<file path="src/rtl/dwsv_pkg.sv">
package dwsv_pkg;

  localparam int RING_DEPTH  = 1024;
  localparam int PTR_W       = $clog2(RING_DEPTH);
  localparam int FILL_W      = $clog2(RING_DEPTH + 1);
  localparam int YEAR_W      = 16;
  localparam int COUNT_W     = 11;
  localparam int COUNT_MAX   = (1 << COUNT_W) - 1;
  localparam int QUEUE_DEPTH = 2;
  localparam int QPTR_W      = $clog2(QUEUE_DEPTH);
  localparam int QCNT_W      = $clog2(QUEUE_DEPTH + 1);

  typedef struct packed {
    logic [YEAR_W-1:0] year;
    logic              last;
  } in_item_t;

  typedef struct packed {
    logic [COUNT_W-1:0] best_count;
    logic [YEAR_W-1:0]  best_start;
    logic [YEAR_W-1:0]  best_end;
    logic               overflow;
  } out_item_t;

  function automatic logic [PTR_W-1:0] next_ptr(input logic [PTR_W-1:0] p);
    if (p == PTR_W'(RING_DEPTH - 1)) begin
      next_ptr = '0;
    end else begin
      next_ptr = p + 1'b1;
    end
  endfunction

  function automatic logic [COUNT_W-1:0] sat_count(input logic [FILL_W-1:0] c);
    logic [31:0] cw;
    cw = 32'(c);
    if (cw > 32'(COUNT_MAX)) begin
      sat_count = COUNT_W'(COUNT_MAX);
    end else begin
      sat_count = cw[COUNT_W-1:0];
    end
  endfunction

endpackage

</file>
<file path="src/rtl/dwsv_front.sv">
module dwsv_front (
  input  logic              clk,
  input  logic              rst_n,
  input  logic              in_valid,
  output logic              in_ready,
  input  dwsv_pkg::in_item_t in_data,
  output logic              q_valid,
  input  logic              q_ready,
  output dwsv_pkg::in_item_t q_item
);

  dwsv_pkg::in_item_t               slot_r [dwsv_pkg::QUEUE_DEPTH];
  logic [dwsv_pkg::QPTR_W-1:0]      wr_ptr_r;
  logic [dwsv_pkg::QPTR_W-1:0]      wr_ptr_nxt;
  logic [dwsv_pkg::QPTR_W-1:0]      rd_ptr_r;
  logic [dwsv_pkg::QPTR_W-1:0]      rd_ptr_nxt;
  logic [dwsv_pkg::QCNT_W-1:0]      cnt_r;
  logic [dwsv_pkg::QCNT_W-1:0]      cnt_nxt;
  logic                             push;
  logic                             pop;

  assign in_ready = (cnt_r != dwsv_pkg::QCNT_W'(dwsv_pkg::QUEUE_DEPTH));
  assign q_valid  = (cnt_r != '0);
  assign q_item   = slot_r[rd_ptr_r];
  assign push     = in_valid && in_ready;
  assign pop      = q_valid && q_ready;

  always_comb begin
    wr_ptr_nxt = wr_ptr_r;
    rd_ptr_nxt = rd_ptr_r;
    cnt_nxt    = cnt_r;
    if (push) begin
      if (wr_ptr_r == dwsv_pkg::QPTR_W'(dwsv_pkg::QUEUE_DEPTH - 1)) begin
        wr_ptr_nxt = '0;
      end else begin
        wr_ptr_nxt = wr_ptr_r + 1'b1;
      end
    end
    if (pop) begin
      if (rd_ptr_r == dwsv_pkg::QPTR_W'(dwsv_pkg::QUEUE_DEPTH - 1)) begin
        rd_ptr_nxt = '0;
      end else begin
        rd_ptr_nxt = rd_ptr_r + 1'b1;
      end
    end
    if (push && !pop) begin
      cnt_nxt = cnt_r + 1'b1;
    end else if (pop && !push) begin
      cnt_nxt = cnt_r - 1'b1;
    end
  end

  always_ff @(posedge clk) begin
    if (!rst_n) begin
      wr_ptr_r <= '0;
      rd_ptr_r <= '0;
      cnt_r    <= '0;
    end else begin
      wr_ptr_r <= wr_ptr_nxt;
      rd_ptr_r <= rd_ptr_nxt;
      cnt_r    <= cnt_nxt;
    end
  end

  always_ff @(posedge clk) begin
    if (push) begin
      slot_r[wr_ptr_r] <= in_data;
    end
  end

endmodule

</file>
<file path="config.mk">
export PLATFORM = sky130hd
export DESIGN_NAME = dwsv_front
export DESIGN_NICKNAME = d
export VERILOG_FILES = /design/src/rtl/dwsv_pkg.sv /design/src/rtl/dwsv_front.sv
export SDC_FILE = /design/constraint.sdc
export NUM_CORES = 1
export LEC_CHECK = 0
export ABC_CLOCK_PERIOD_IN_PS = 2000
export BUFFER_PORTS_ARGS = -buffer_cell sky130_fd_sc_hd__buf_4
export CAP_MARGIN = 30
export CELL_PAD_IN_SITES_DETAIL_PLACEMENT = 0
export CELL_PAD_IN_SITES_GLOBAL_PLACEMENT = 2
export CORE_UTILIZATION = 30
export CTS_CLUSTER_DIAMETER = 50
export DETAILED_ROUTE_END_ITERATION = 8
export PLACE_DENSITY_LB_ADDON = 0.2
export SETUP_SLACK_MARGIN = 0.15
export SLEW_MARGIN = 0
export SYNTH_ARGS = -nofsm -noshare
export SYNTH_HDL_FRONTEND = slang
export SYNTH_SLANG_ARGS = --single-unit
export TNS_END_PERCENT = 100
</file>
<file path="constraint.sdc">
create_clock -name clk -period 2 [get_ports clk]
set_clock_uncertainty 0.2 [all_clocks]
set_input_delay 0.1 -clock clk [delete_from_list [all_inputs] [get_ports clk]]
set_output_delay 0.1 -clock clk [all_outputs]
set_load 0.01 [all_outputs]
</file>
======== After elaboration in Yosys (flattened, before gate mapping) ========
Memories as Yosys holds them, arrays and structs flattened. A register that Yosys moved wholly into a read port is not among the register bits.
Index checks and enable logic that the tools add are counted.
operators by class
  reduce and logical (&&, ||, !) cells .... 8
  $add $sub $neg .......................... 4
  muxes and demuxes ....................... 8
  equal/unequal tests ..................... 1
operators with widths
  kind                                                                number
  1-bit 2-to-1 mux                                                    6
  1-bit logical AND                                                   4
  2-bit 2-to-1 mux                                                    2
  2-bit nonzero test                                                  2
  1-bit adder, second input constant                                  2
  2-bit by 1-bit adder with 2-bit output, second input constant       1
  1-bit zero test                                                     2
  2-bit != test, second input constant                                1
  2-bit by 1-bit subtractor with 2-bit output, second input constant  1
word-level totals
  RAM bits ................................ 34
  register bits after elaboration ......... 4
  memories ................................ 1
  logic and storage cells ................. 25
  output and inout bits ................... 19
memories
  name    depth  bits a word  read ports  clocked after memory_dff  wr ports  RTL line          text
  slot_r  2      17           1           1                         1         dwsv_front.sv:12  dwsv_pkg::in_item_t slot_r [dwsv_pkg::QUEUE_DEPTH];

======== Longest topological paths before layout ========
Gate-level depths: netlist (run 1).
  depth after elaboration ................. 6
  gate-level depth with buffers ........... 6
  depth with buffers taken out ............ 6

======== Least setup slack after synthesis (run 1) ========
OpenSTA, ideal clock, no wires.
  kind .................................... register -> register
  start ................................... reg cnt_r[0] in the netlist's numbering
  end ..................................... reg cnt_r[1] in the netlist's numbering
  arrival time ............................ 1.431 ns
  setup time .............................. 0.070 ns
  path slack .............................. 0.300 ns
  buffers on the path ..................... 0
  data required time ...................... 1.730 ns
  cell stages (with the launch flop) ...... 6
  cell sequence ........................... dfxtp_1 -> nand2b_4 -> and2_1 -> ha_1 -> or3_1 -> a21boi_1
on the way
  cells in the longest elaborated chain, start to end .. 5
ends and longest elaborated chain
  what                                 RTL line          text
  start, declared                      dwsv_front.sv:17  logic [dwsv_pkg::QCNT_W-1:0] cnt_r;
  start signal, assigned               dwsv_front.sv:61  cnt_r <= cnt_nxt;
  2-bit != test (*)                    dwsv_front.sv:22  assign in_ready = (cnt_r != dwsv_pkg::QCNT_W'(dwsv_pkg::QUEUE_DEPTH));
  named net in_ready                   dwsv_front.sv:5   output logic in_ready,
  1-bit logical AND (*)                dwsv_front.sv:25  assign push = in_valid && in_ready;
  named net push                       dwsv_front.sv:19  logic push;
  1-bit zero test                      dwsv_front.sv:48  end else if (pop && !push) begin
  1-bit logical AND                    dwsv_front.sv:48
  2-bit nonzero test (no source line)  -
Mark *: on every way through the listed nets, which the timed path passes. The rest lies on a longest branch. The select of a mux whose other input is x is not followed.
A chain may end at the register's enable or synchronous reset.

======== Worst setup path in the final report (run 1) ========
  start ................................... reg cnt_r[1] in the netlist's numbering
  end ..................................... reg cnt_r[1] in the netlist's numbering
on the way
  cells in the longest elaborated chain, start to end .. 5
ends and longest elaborated chain
  what                                 RTL line
  2-bit != test (*)                    dwsv_front.sv:22
  1-bit logical AND (*)                dwsv_front.sv:25
  named net push                       dwsv_front.sv:19
  1-bit zero test                      dwsv_front.sv:48
  1-bit logical AND                    dwsv_front.sv:48
  2-bit nonzero test (no source line)  -
Marked as above.

==> reports/metrics.csv, run 1 <==
stage,metric,value,unit
floorplan,die_w,71.95,um
setup_path,timing_worst_setup_path_type,reg -> reg,
power,cellLeakagePower,0.8249,nW
global_routing,grt_busiest_layer,met2,
finish,antenna_cells,0,
sta,finalSetupViolations,0,
clock_tree,postCtsSetupRepairBufs,0,
placement,gp_routability_congestion,0.6302,
global_routing,first_global_vias,925,
clock_tree,cts_max_path_buffers,2,
finish,final.fill_count,437,
power,internal_power,0.001708,W
clock_tree,cts_tree,built,
setup_path,crit_path_end_kind,flop,
power,power.clock.fraction,0.214,
route,routed_via_density,4.047,
setup_path,timing.critical_path.from_type,flop,
hold_path,min_path_cells,4,
setup_path,reg2reg_to,cnt_r[1],
route,detailroute.via_count,866,
hold_path,min-delay-path-class,in -> reg,
floorplan,start_util,0.3107,
global_routing,gr-total-overflow,0,
placement,dp_hpwl,1732,um
global_routing,grt_util_met3,0.04167,
sta,portion_of_the_clock_cycle_consumed_by_the_worst_path_in_the_final_layout,0.8759,
logic_synthesis,synth_area_per_cell,19.06,um^2
sta,tightestPinTransition,0.2058,ns
global_routing,grt_first_pass_wirelength,4181,um
global_routing,initial_antenna_violation_count,0,
floorplan,floorplan.die_area,5176,um^2
global_routing,grt_use_met1,0.1327,
sta,max_clock_freq,570.9,MHz
sta,grt_setup_unrepaired,no,
power,switching_share,0.2701,
clock_tree,cts_htree_levels,2,
logic_synthesis,synth_fa_ha_area_frac,0.008525,
finish,layout.cells.most_common,sky130_fd_sc_hd__buf_4,
global_routing,grt.met2_usage,0.1824,
setup_path,worst_r2r_startpoint,cnt_r[1],
setup_path,reg2reg_setup_slack,0.25,ns
logic_synthesis,postSynthRegisterBits,39,
logic_synthesis,yosysUniqueCellTypes,20,
placement,portBuffers,39,
finish,final_net_count,168,
floorplan,floorplan.die.height,71.95,um
logic_synthesis,synth_nets,99,
floorplan,rows,25,
global_routing,grt_start_max_net_pins,12,
sta,finalMaxSlewViolations,0,
logic_synthesis,ys.warnings.count,0,
power,ir_drop,0.3932,mV
setup_path,crit_fanout,5,
power,total_switching_power,0.0006322,W
setup_path,worstSetupStartpoint,cnt_r[1],
power,pwr_density_cell,1089,nW/um^2
logic_synthesis,synth_top_family_by_area,multiplexers,
sta,final-hold-violation-count,0,
clock_tree,cts-buffers-inserted,5,
finish,syn_to_final_growth,46.46,%
global_routing,global_route.usage.total,0.1122,
route,number_of_optimization_iterations_in_the_first_detailed_route_pass,4,
route,routed_wire_length_per_instance,12.30,um
logic_synthesis,yosys-mux-area-fraction,0.1304,
logic_synthesis,synth_seq_area_share,0.7639,
finish,final_util,0.4551,
flow_run,cap_violations,0,
logic_synthesis,synth-xor-area-share,0.01790,
logic_synthesis,post_synth_instance_area,1468,um^2
power,combinationalPowerShare,0.327,
hold_path,hp-start,q_ready,
setup_path,required,2.02,ns
setup_path,worst-r2r-cell-count,5,
clock_tree,clock_insertion_delay_worst_skew,0.28,ns
status,run_status,finished clean,
finish,post_route_cells_drive_above_1_share,0.4898,
logic_synthesis,synth_compound_area_frac,0.02387,
power,power.sequential.fraction,0.459,
sta,maxSlewHeadroom,0.8619,
sta,setup_tns,0,ns
clock_tree,tritoncts_num_sinks,39,
route,postRouteWirelength,2632,um
floorplan,floorplan.io_pins,40,
route,antenna_left,0,
logic_synthesis,syn_inst,77,
setup_path,cp.arrival,1.77,ns
route,dr.first_iter.drc_count,35,
floorplan,area_of_the_placeable_core,4723,um^2
route,drc_errors,0,
sta,min_cycle_time_layout,1.752,ns
logic_synthesis,post_synth_and_or_nand_nor_area_fraction,0.04433,
hold_path,hold-path-endpoint,rd_ptr_r,
finish,mostFrequentLayoutCells,"45 x sky130_fd_sc_hd__buf_4, 34 x sky130_fd_sc_hd__edfxtp_1, 19 x sky130_fd_sc_hd__dlygate4sd3_1",
clock_tree,cts-root-buf,sky130_fd_sc_hd__clkbuf_8,
clock_tree,worst_setup_hold_path_clk_slew,0.07,ns
==> synthesized netlist by cell type <==
cell                       number  area [um^2]
sky130_fd_sc_hd__xor2_1         1        8.760
sky130_fd_sc_hd__inv_1          1        3.750
sky130_fd_sc_hd__or3_1          1        6.260
sky130_fd_sc_hd__a21bo_2        1        10.01
sky130_fd_sc_hd__buf_2          1        5.000
sky130_fd_sc_hd__o21ai_0        1        5.000
sky130_fd_sc_hd__and2_1         4        25.02
sky130_fd_sc_hd__and3_1         1        6.260
sky130_fd_sc_hd__a21boi_0       1        7.510
sky130_fd_sc_hd__nand2b_4       1        13.76
sky130_fd_sc_hd__dfxtp_1        5        100.1
sky130_fd_sc_hd__or2_2          1        6.260
sky130_fd_sc_hd__edfxtp_1      34         1021
sky130_fd_sc_hd__nand3b_1       1        7.510
sky130_fd_sc_hd__mux2_2        17        191.4
sky130_fd_sc_hd__ha_1           1        12.51
sky130_fd_sc_hd__buf_4          1        7.510
sky130_fd_sc_hd__a21boi_1       1        7.510
sky130_fd_sc_hd__o21ai_1        1        5.000
sky130_fd_sc_hd__xnor2_1        2        17.52
==> area by class of cell <==
class                           instances  area [um^2]  area share
Timing Repair Buffer                   64        528.0      0.2456
Clock buffer                            7        76.32     0.03551
Tap cell                               67        83.83     0.03900
Inverter                                1        3.754    0.001746
Clock inverter                          1        5.005    0.002328
Multi-Input combinational cell         35        330.3      0.1537
Sequential cell                        39         1122      0.5221
==> cells by family (layout without fill, tap and decap cells) <==
logic type,after synthesis,after routing
mux,17,17
buf+inv,3,73
fa+ha+maj,1,1
flops,39,39
simple gates,9,9
xor+xnor,3,3
compound gates,5,5
==> worst max-delay path, cell delays in order, from the launching register on <==
cell and delay, ns:
sky130_fd_sc_hd__dfxtp_1 0.42, sky130_fd_sc_hd__nand2b_4 0.09, sky130_fd_sc_hd__and2_1 0.16, sky130_fd_sc_hd__ha_1 0.32
sky130_fd_sc_hd__or3_1 0.36, sky130_fd_sc_hd__a21boi_1 0.14
==> how the worst max path moves through the flow <==
stage | endpoint | depth (start not counted)
finish | cnt_r[1] | 5
global route | cnt_r[1] | 6
CTS | cnt_r[1] | 5
global placement | cnt_r[1] | 5
floorplan | cnt_r[1] | 5
detailed placement | cnt_r[1] | 5
==> stage by stage <==
stage | worst slack [ns] | instances | power [W] | cell area [um^2] | hold slack [ns]
6_report | 0.2483 | 214 | 0.002341 | 2150 | 0.08995
5_1_grt | 0.1463 | 214 | 0.002476 | 2150 | 0.09551
4_1_cts | 0.2198 | 214 | 0.002374 | 2148 | 0.09286
3_5_place_dp | 0.2432 | 187 | 0.001837 | 1877 | 0.08803
3_3_place_gp | 0.2902 | 187 | 0.001821 | 1877 | 0.08504
2_1_floorplan | 0.2995 | 77 | 0.001505 | 1468 | -0.001131
==> power groups by stage <==
stage	registers [W]	clock network (W)	logic [W]
final	0.00107	0.000500	0.000766
after global placement	0.00108	0	0.000737
after CTS	0.00107	0.000521	0.000780
after global routing	0.00109	0.000548	0.000839
after floorplan	0.00108	0	0.000427
after detailed placement	0.00109	0	0.000745
==> sequential cells by signal (all words and copies together), names as in the netlist, named ones only <==
register  cells
rd_ptr_r      1
slot_r       34
cnt_r         2
wr_ptr_r      1
==> repair_timing <==
action                                  CTS  global route
hold endpoints to repair                 39             0
endpoints found under the setup margin    0             1
resized for setup                         0             1
hold buffers                             19             0
==> layer usage <==
| layer | routed length (um) | vias up |
|---|---|---|
| met5 | 0 | - |
| li1 | - | 426 |
| met4 | 48 | 0 |
| met3 | 111 | 7 |
| met2 | 1263 | 26 |
| met1 | 1209 | 407 |
Note: power is estimated with default switching activity, not from simulation.
==> run 2: changes to the inputs <==
PLACE_DENSITY = 0.73   (was default)
PLACE_DENSITY_LB_ADDON = default   (was 0.2)
==> reports/metrics.csv, run 2 (synthesized netlist as in run 1, its figures left out) <==
stage,metric,value,unit,change
power,switching_share,0.2701,,about the same
sta,final-hold-violation-count,0,,unchanged
status,run_status,finished clean,,
clock_tree,postCtsSetupRepairBufs,0,,unchanged
setup_path,reg2reg_setup_slack,0.25,ns,about the same
route,antenna_left,0,,unchanged
floorplan,floorplan.die.height,71.95,um,unchanged
setup_path,worstSetupStartpoint,cnt_r[0],,
power,internal_power,0.001689,W,-1.1%
setup_path,required,2.01,ns,about the same
clock_tree,worst_setup_hold_path_clk_slew,0.07,ns,about the same
placement,dp_hpwl,1725,um,-0.46%
global_routing,gr-total-overflow,0,,unchanged
finish,registers.top_by_ff_count,slot_r,,
setup_path,crit_fanout,5,,unchanged
route,dr.first_iter.drc_count,30,,-14%
placement,gp_routability_congestion,0.6949,,+10%
global_routing,first_global_vias,907,,-1.9%
route,number_of_optimization_iterations_in_the_first_detailed_route_pass,4,,unchanged
global_routing,grt_start_max_net_pins,18,,+6
route,postRouteWirelength,2611,um,-0.80%
finish,layout.cells.most_common,sky130_fd_sc_hd__buf_4,,
clock_tree,tritoncts_num_sinks,39,,unchanged
clock_tree,cts_tree,built,,
global_routing,grt_first_pass_wirelength,4188,um,+0.17%
power,pwr_density_cell,1085,nW/um^2,-0.33%
floorplan,die_w,71.95,um,unchanged
global_routing,initial_antenna_violation_count,0,,unchanged
clock_tree,clock_insertion_delay_worst_skew,0.28,ns,about the same
setup_path,worst_setup_path_endpoint,cnt_r[1],,
power,total_switching_power,0.0006250,W,-1.1%
setup_path,timing_worst_setup_path_type,reg -> reg,,
finish,fin_area,2132,um^2,-0.82%
finish,post_route_cells_drive_above_1_share,0.4931,,+0.003260
clock_tree,cts_max_path_buffers,2,,unchanged
finish,reg.largest.list,"slot_r x34, cnt_r x2",,
hold_path,min-delay-path-class,in -> reg,,
flow_run,cap_violations,0,,unchanged
sta,grt_setup_unrepaired,no,,
finish,final_net_count,166,,-1.2%
clock_tree,cts_htree_levels,2,,unchanged
route,routed_wire_length_per_instance,12.37,um,+0.61%
power,fin_total_pwr,0.002314,W,-1.1%
placement,dp_slack,0.2063,ns,-0.03696 ns
route,drc_errors,0,,unchanged
placement,postPlaceCellArea,1862,um^2,-0.80%
finish,syn_to_final_growth,45.27,%,
sta,max_clock_freq,570.4,MHz,about the same
clock_tree,cts-buffers-inserted,5,,unchanged
sta,least_setup_slack_across_all_paths_after_layout,0.2468,ns,-0.001527 ns
finish,final_util,0.4514,,-0.003708
floorplan,start_util,0.3107,,unchanged
finish,mostFrequentLayoutCells,"43 x sky130_fd_sc_hd__buf_4, 34 x sky130_fd_sc_hd__edfxtp_1, 19 x sky130_fd_sc_hd__dlygate4sd3_1",,
sta,finalSetupViolations,0,,unchanged
floorplan,rows,25,,unchanged
clock_tree,cts-root-buf,sky130_fd_sc_hd__clkbuf_8,,
power,power.clock.fraction,0.209,,-0.005
setup_path,worst_r2r_startpoint,cnt_r[0],,
finish,largest_register_ffs,34,,unchanged
route,routed_via_density,4.137,,+2.2%
sta,tightestPinTransition,0.2494,ns,+0.04358 ns
floorplan,area_of_the_placeable_core,4723,um^2,unchanged
finish,antenna_cells,0,,unchanged
setup_path,timing.critical_path.from_type,flop,,
setup_path,reg2reg_to,cnt_r[1],,
sta,finalMaxSlewViolations,0,,unchanged
setup_path,crit_path_end_kind,flop,,
placement,portBuffers,39,,unchanged
setup_path,worst-r2r-cell-count,5,,unchanged
floorplan,floorplan.io_pins,40,,unchanged
sta,min_cycle_time_layout,1.753,ns,+0.001527 ns
setup_path,cp.arrival,1.76,ns,about the same
power,combinationalPowerShare,0.326,,about the same
sta,maxSlewHeadroom,0.8337,,-0.02813
power,cellLeakagePower,0.8142,nW,-1.3%
power,ir_drop,0.4724,mV,+20%
sta,portion_of_the_clock_cycle_consumed_by_the_worst_path_in_the_final_layout,0.8766,,about the same
route,detailroute.via_count,873,,+0.81%
global_routing,global_route.usage.total,0.1121,,about the same
sta,setup_tns,0,ns,unchanged
floorplan,floorplan.die_area,5176,um^2,unchanged
power,power.sequential.fraction,0.465,,+0.006
run 2: cell types whose count changed in the layout (fill, tap and decap cells not counted):
cell / change
sky130_fd_sc_hd__buf_4: -2
sky130_fd_sc_hd__dfxtp_1: -1
sky130_fd_sc_hd__dfxtp_2: +1
sky130_fd_sc_hd__clkbuf_1: -2
sky130_fd_sc_hd__clkinv_1: +1
run 2: worst min-delay path by stage:
| stage | start | to | slack (ns) | depth (start not counted) |
|---|---|---|---|---|
| after floorplan | in_data[0] | slot_r[0][0] | -0.001 | 0 |
| after global placement | in_data[2] | slot_r[0][2] | 0.09 | 1 |
| after detailed placement | in_data[2] | slot_r[0][2] | 0.09 | 1 |
| after CTS | q_ready | rd_ptr_r | 0.09 | 4 |
| after global routing | q_ready | flop | 0.13 | 4 |
| final | q_ready | rd_ptr_r | 0.09 | 4 |
run 2: area by class of cell:
| class | count | area [um^2] |
|---|---|---|
| clock buffers | 5 | 68.82 |
| inverters | 1 | 3.754 |
| repair buffers | 62 | 513.0 |
| flip-flops and latches | 39 | 1124 |
| clock inverters | 2 | 8.758 |
| multi-input cells | 35 | 330.3 |
| well taps | 67 | 83.83 |
| fillers | 436 | 2591 |
run 2: timing repair:
| item | in CTS | in global routing |
|---|---|---|
| resized for setup | 0 | 2 |
| setup endpoints to repair | 0 | 1 |
| hold endpoints to repair | 39 | 0 |
| hold buffers | 19 | 0 |
run 2: metal layers:
metal | up-vias | global-route usage | share of wire
met3 | 7 | 0.04306 | 0.056
li1 | 423 | - | -
met5 | - | 0 | 0
met1 | 414 | 0.1252 | 0.42
met4 | 0 | 0.05882 | 0.021
met2 | 29 | 0.1866 | 0.50
run 2: power by group through the flow:
stage	Clock (W)	Sequential [W]	Combinational (W)
after floorplan	0	0.00108	0.000427
after global placement	0	0.00108	0.000721
after detailed placement	0	0.00109	0.000735
after CTS	0.000509	0.00107	0.000769
after global routing	0.000536	0.00109	0.000820
final	0.000484	0.00108	0.000753
run 2: worst max-delay path, cell delays in order, from the launching register on:
cell and delay [ns]:
sky130_fd_sc_hd__dfxtp_2 0.35, sky130_fd_sc_hd__nand2b_4 0.15, sky130_fd_sc_hd__and2_1 0.16, sky130_fd_sc_hd__ha_1 0.33, sky130_fd_sc_hd__or3_1 0.36, sky130_fd_sc_hd__a21boi_1 0.13
run 2: stage by stage:
step	hold WS (ns)	std cells
5_1_grt	0.1338	211
3_3_place_gp	0.08698	185
2_1_floorplan	-0.001131	77
3_5_place_dp	0.08942	185
4_1_cts	0.08639	211
6_report	0.09097	211
==> run 3: changes to the inputs <==
ABC_AREA = 1   (was default)
PLACE_DENSITY = default   (was 0.73)
PLACE_DENSITY_LB_ADDON = 0.1   (was default)
==> reports/metrics.csv, run 3 <==
stage,metric,value,unit,change
status,run_status,finished clean,,
floorplan,floorplan.die.height,73.22,um,+1.8%
logic_synthesis,yosysUniqueCellTypes,16,,-20%
logic_synthesis,synth_nets,112,,+13%
power,pwr_density_cell,1099,nW/um^2,+1.2%
power,cellLeakagePower,0.8875,nW,+9.0%
logic_synthesis,async_sr_flop_fraction,0,,unchanged
setup_path,required,1.70,ns,-0.31 ns
finish,largest_register_ffs,34,,unchanged
sta,finalMaxSlewViolations,0,,unchanged
placement,placed_cells_incl_taps,200,,+8.1%
hold_path,hold-path-endpoint,wr_ptr_r,,
placement,dp_slack,0.3951,ns,+0.1889 ns
setup_path,critical_path.cell_chain,"buf_4, mux2_4, buf_4",,
finish,final_net_count,180,,+8.4%
logic_synthesis,synth_enable_flop_cells,34,,unchanged
power,ir_drop,0.4004,mV,-15%
setup_path,crit_fanout,10,,+5
logic_synthesis,synth_area_leader_cell,sky130_fd_sc_hd__edfxtp_1,,
sta,portion_of_the_clock_cycle_consumed_by_the_worst_path_in_the_final_layout,0.8035,,-0.07314
setup_path,reg2reg_setup_slack,0.40,ns,+0.15 ns
hold_path,min-delay-path-class,in -> reg,,
setup_path,worst-r2r-cell-count,10,,+5
flow_run,cap_violations,0,,unchanged
route,antenna_left,0,,unchanged
sta,least_setup_slack_across_all_paths_after_layout,0.3930,ns,+0.1463 ns
global_routing,initial_antenna_violation_count,0,,unchanged
sta,tightestPinTransition,0.1910,ns,-0.05843 ns
setup_path,cp.arrival,1.31,ns,-0.45 ns
setup_path,timing.critical_path.from_type,flop,,
finish,multi_input_combinational_cell_area,344.1,um^2,+4.2%
setup_path,crit_top_cell,sky130_fd_sc_hd__buf_4,,
clock_tree,worst_setup_hold_path_clk_slew,0.07,ns,about the same
clock_tree,cts-root-buf,sky130_fd_sc_hd__clkbuf_8,,
finish,mostFrequentLayoutCells,"45 x sky130_fd_sc_hd__buf_4, 34 x sky130_fd_sc_hd__edfxtp_1, 18 x sky130_fd_sc_hd__dlygate4sd3_1",,
power,fin_total_pwr,0.002418,W,+4.5%
logic_synthesis,post_synth_instance_area,1521,um^2,+3.7%
finish,layout.cells.most_common,sky130_fd_sc_hd__buf_4,,
clock_tree,tritoncts_num_sinks,39,,unchanged
global_routing,first_global_vias,973,,+7.3%
route,number_of_optimization_iterations_in_the_first_detailed_route_pass,3,,-1
finish,area.sequential,1121,um^2,-0.22%
finish,syn_to_final_growth,44.65,%,
logic_synthesis,syn_inst,90,,+17%
route,dr.first_iter.drc_count,30,,unchanged
logic_synthesis,synth_area_per_cell,16.91,um^2,-11%
global_routing,global_route.usage.total,0.1163,,+0.004105
logic_synthesis,top_post_synthesis_cells_by_area,"sky130_fd_sc_hd__edfxtp_1 67%, sky130_fd_sc_hd__mux2_4 9.9%, sky130_fd_sc_hd__dfxtp_1 6.6%",,
finish,final-instance-count-excl-fill,226,,+7.1%
clock_tree,clock_insertion_delay_worst_skew,0.29,ns,about the same
route,postRouteWirelength,2695,um,+3.2%
floorplan,area_of_the_placeable_core,4786,um^2,+1.3%
logic_synthesis,synth_seq_area_share,0.7368,,-0.02701
route,routed_wire_length_per_instance,11.92,um,-3.6%
finish,final.fill_count,456,,+4.6%
finish,final_util,0.4599,,+0.008478
clock_tree,cts_max_path_buffers,2,,unchanged
finish,registers.top_by_ff_count,slot_r,,
clock_tree,cts.repair.resized,0,,unchanged
setup_path,crit_path_end_kind,output pin,,
placement,gp_routability_congestion,0.6847,,-1.5%
global_routing,gr-total-overflow,0,,unchanged
finish,reg.largest.list,"slot_r x34, cnt_r x2",,
floorplan,die_w,73.22,um,+1.8%
sta,max_clock_freq,622.3,MHz,+9.1%
floorplan,rows,25,,unchanged
setup_path,cell_type_of_the_slowest_stage_on_the_worst_timing_path,sky130_fd_sc_hd__dfxtp_1,,
setup_path,reg2reg_to,cnt_r[1],,
sta,min_cycle_time_layout,1.607,ns,-0.1463 ns
sta,finalSetupViolations,0,,unchanged
logic_synthesis,ys.warnings.count,0,,unchanged
logic_synthesis,most_used_standard_cell_by_instance_count_after_synthesis,sky130_fd_sc_hd__edfxtp_1,,
route,drc_errors,0,,unchanged
clock_tree,cts_tree,built,,
sta,final-hold-violation-count,0,,unchanged
clock_tree,cts-buffers-inserted,5,,unchanged
floorplan,floorplan.io_pins,40,,unchanged
route,detailroute.via_count,934,,+7.0%
floorplan,floorplan.die_area,5360,um^2,+3.6%
setup_path,timing_worst_setup_path_type,reg -> out,,
logic_synthesis,postSynthRegisterBits,39,,unchanged
floorplan,start_util,0.3179,,+0.007180
finish,antenna_cells,0,,unchanged
logic_synthesis,synth_top_area_share,0.6711,,-0.02460
logic_synthesis,yosys-top-cells-count,"34 x sky130_fd_sc_hd__edfxtp_1, 10 x sky130_fd_sc_hd__mux2_4, 9 x sky130_fd_sc_hd__nand2_1",,
sta,maxSlewHeadroom,0.8727,,+0.03895
clock_tree,cts_htree_levels,2,,unchanged
sta,setup_tns,0,ns,unchanged
global_routing,grt_start_max_net_pins,13,,-5
hold_path,min_path_cells,4,,unchanged
placement,dp_hpwl,1888,um,+9.5%
sta,grt_setup_unrepaired,no,,
setup_path,delay_of_the_slowest_critical_path_stage,0.33,ns,-0.03 ns
route,routed_via_density,4.133,,-0.11%
global_routing,grt_first_pass_wirelength,4443,um,+6.1%
finish,post_route_cells_drive_above_1_share,0.4591,,-0.03394
hold_path,hp-start,in_valid,,
placement,portBuffers,39,,unchanged
logic_synthesis,yosys_most_used_dff,sky130_fd_sc_hd__edfxtp_1,,
setup_path,worst_r2r_startpoint,cnt_r[0],,
run 3: per-stage QoR:
| stage | instance area [um^2] | hold slack, ns |
|---|---|---|
| 6_report | 2201 | 0.02550 |
| 5_1_grt | 2201 | 0.05766 |
| 4_1_cts | 2201 | 0.01792 |
| 3_5_place_dp | 1917 | 0.08773 |
| 3_3_place_gp | 1917 | 0.08614 |
| 2_1_floorplan | 1521 | -0.001131 |
run 3: cells by family (layout without fill, tap and decap cells):
group	count (synthesis)	in the layout	synth area share
flip-flops	39	39	0.7368
AND/OR/NAND/NOR	19	19	0.04934
multiplexers	17	17	0.1505
buffers and inverters	10	79	0.04030
AO/OA/AOI/OAI	4	4	0.01480
adder cells (fa/ha/maj)	1	1	0.008222
run 3: critical path: cells and delay by family, from the launching register on:
kind	cells	cell delay, ns
buffers and inverters	2	0.37
flip-flops	1	0.33
multiplexers	1	0.32
run 3: final cells by class:
| class | instances | area share |
|---|---|---|
| clock buffer | 7 | 0.04377 |
| multi-input combinational | 41 | 0.1563 |
| timing repair buffer | 63 | 0.2354 |
| inverter | 8 | 0.01364 |
| tap | 67 | 0.03809 |
| sequential | 39 | 0.5094 |
| clock inverter | 1 | 0.003411 |
run 3: repair_timing:
item	4_1_cts	5_1_grt
endpoints found under the hold margin	39	0
hold buffers	18	0
setup buffers	0	0
run 3: worst max-delay path by stage:
stage                   endpoint  slack, ns  depth (start not counted)
finish                q_item[15]       0.39                          3
global route            cnt_r[1]       0.26                         10
floorplan           slot_r[1][0]       0.05                          4
detailed placement      cnt_r[1]       0.40                         10
CTS                   q_item[15]       0.36                          3
global placement        cnt_r[1]       0.44                         10
run 3: layer usage:
layer,share of wire,routed length [um],track usage
met5,0,0,0
met4,0.022,60,0.07190
met3,0.051,137,0.03591
met2,0.52,1412,0.1914
met1,0.40,1084,0.1315
run 3: report_power, final:
part | internal (W) | total (W) | switching (W)
clock | 0.000313 | 0.000576 | 0.000263
combinational | 0.000412 | 0.000765 | 0.000353
sequential | 0.00103 | 0.00108 | 0.0000444
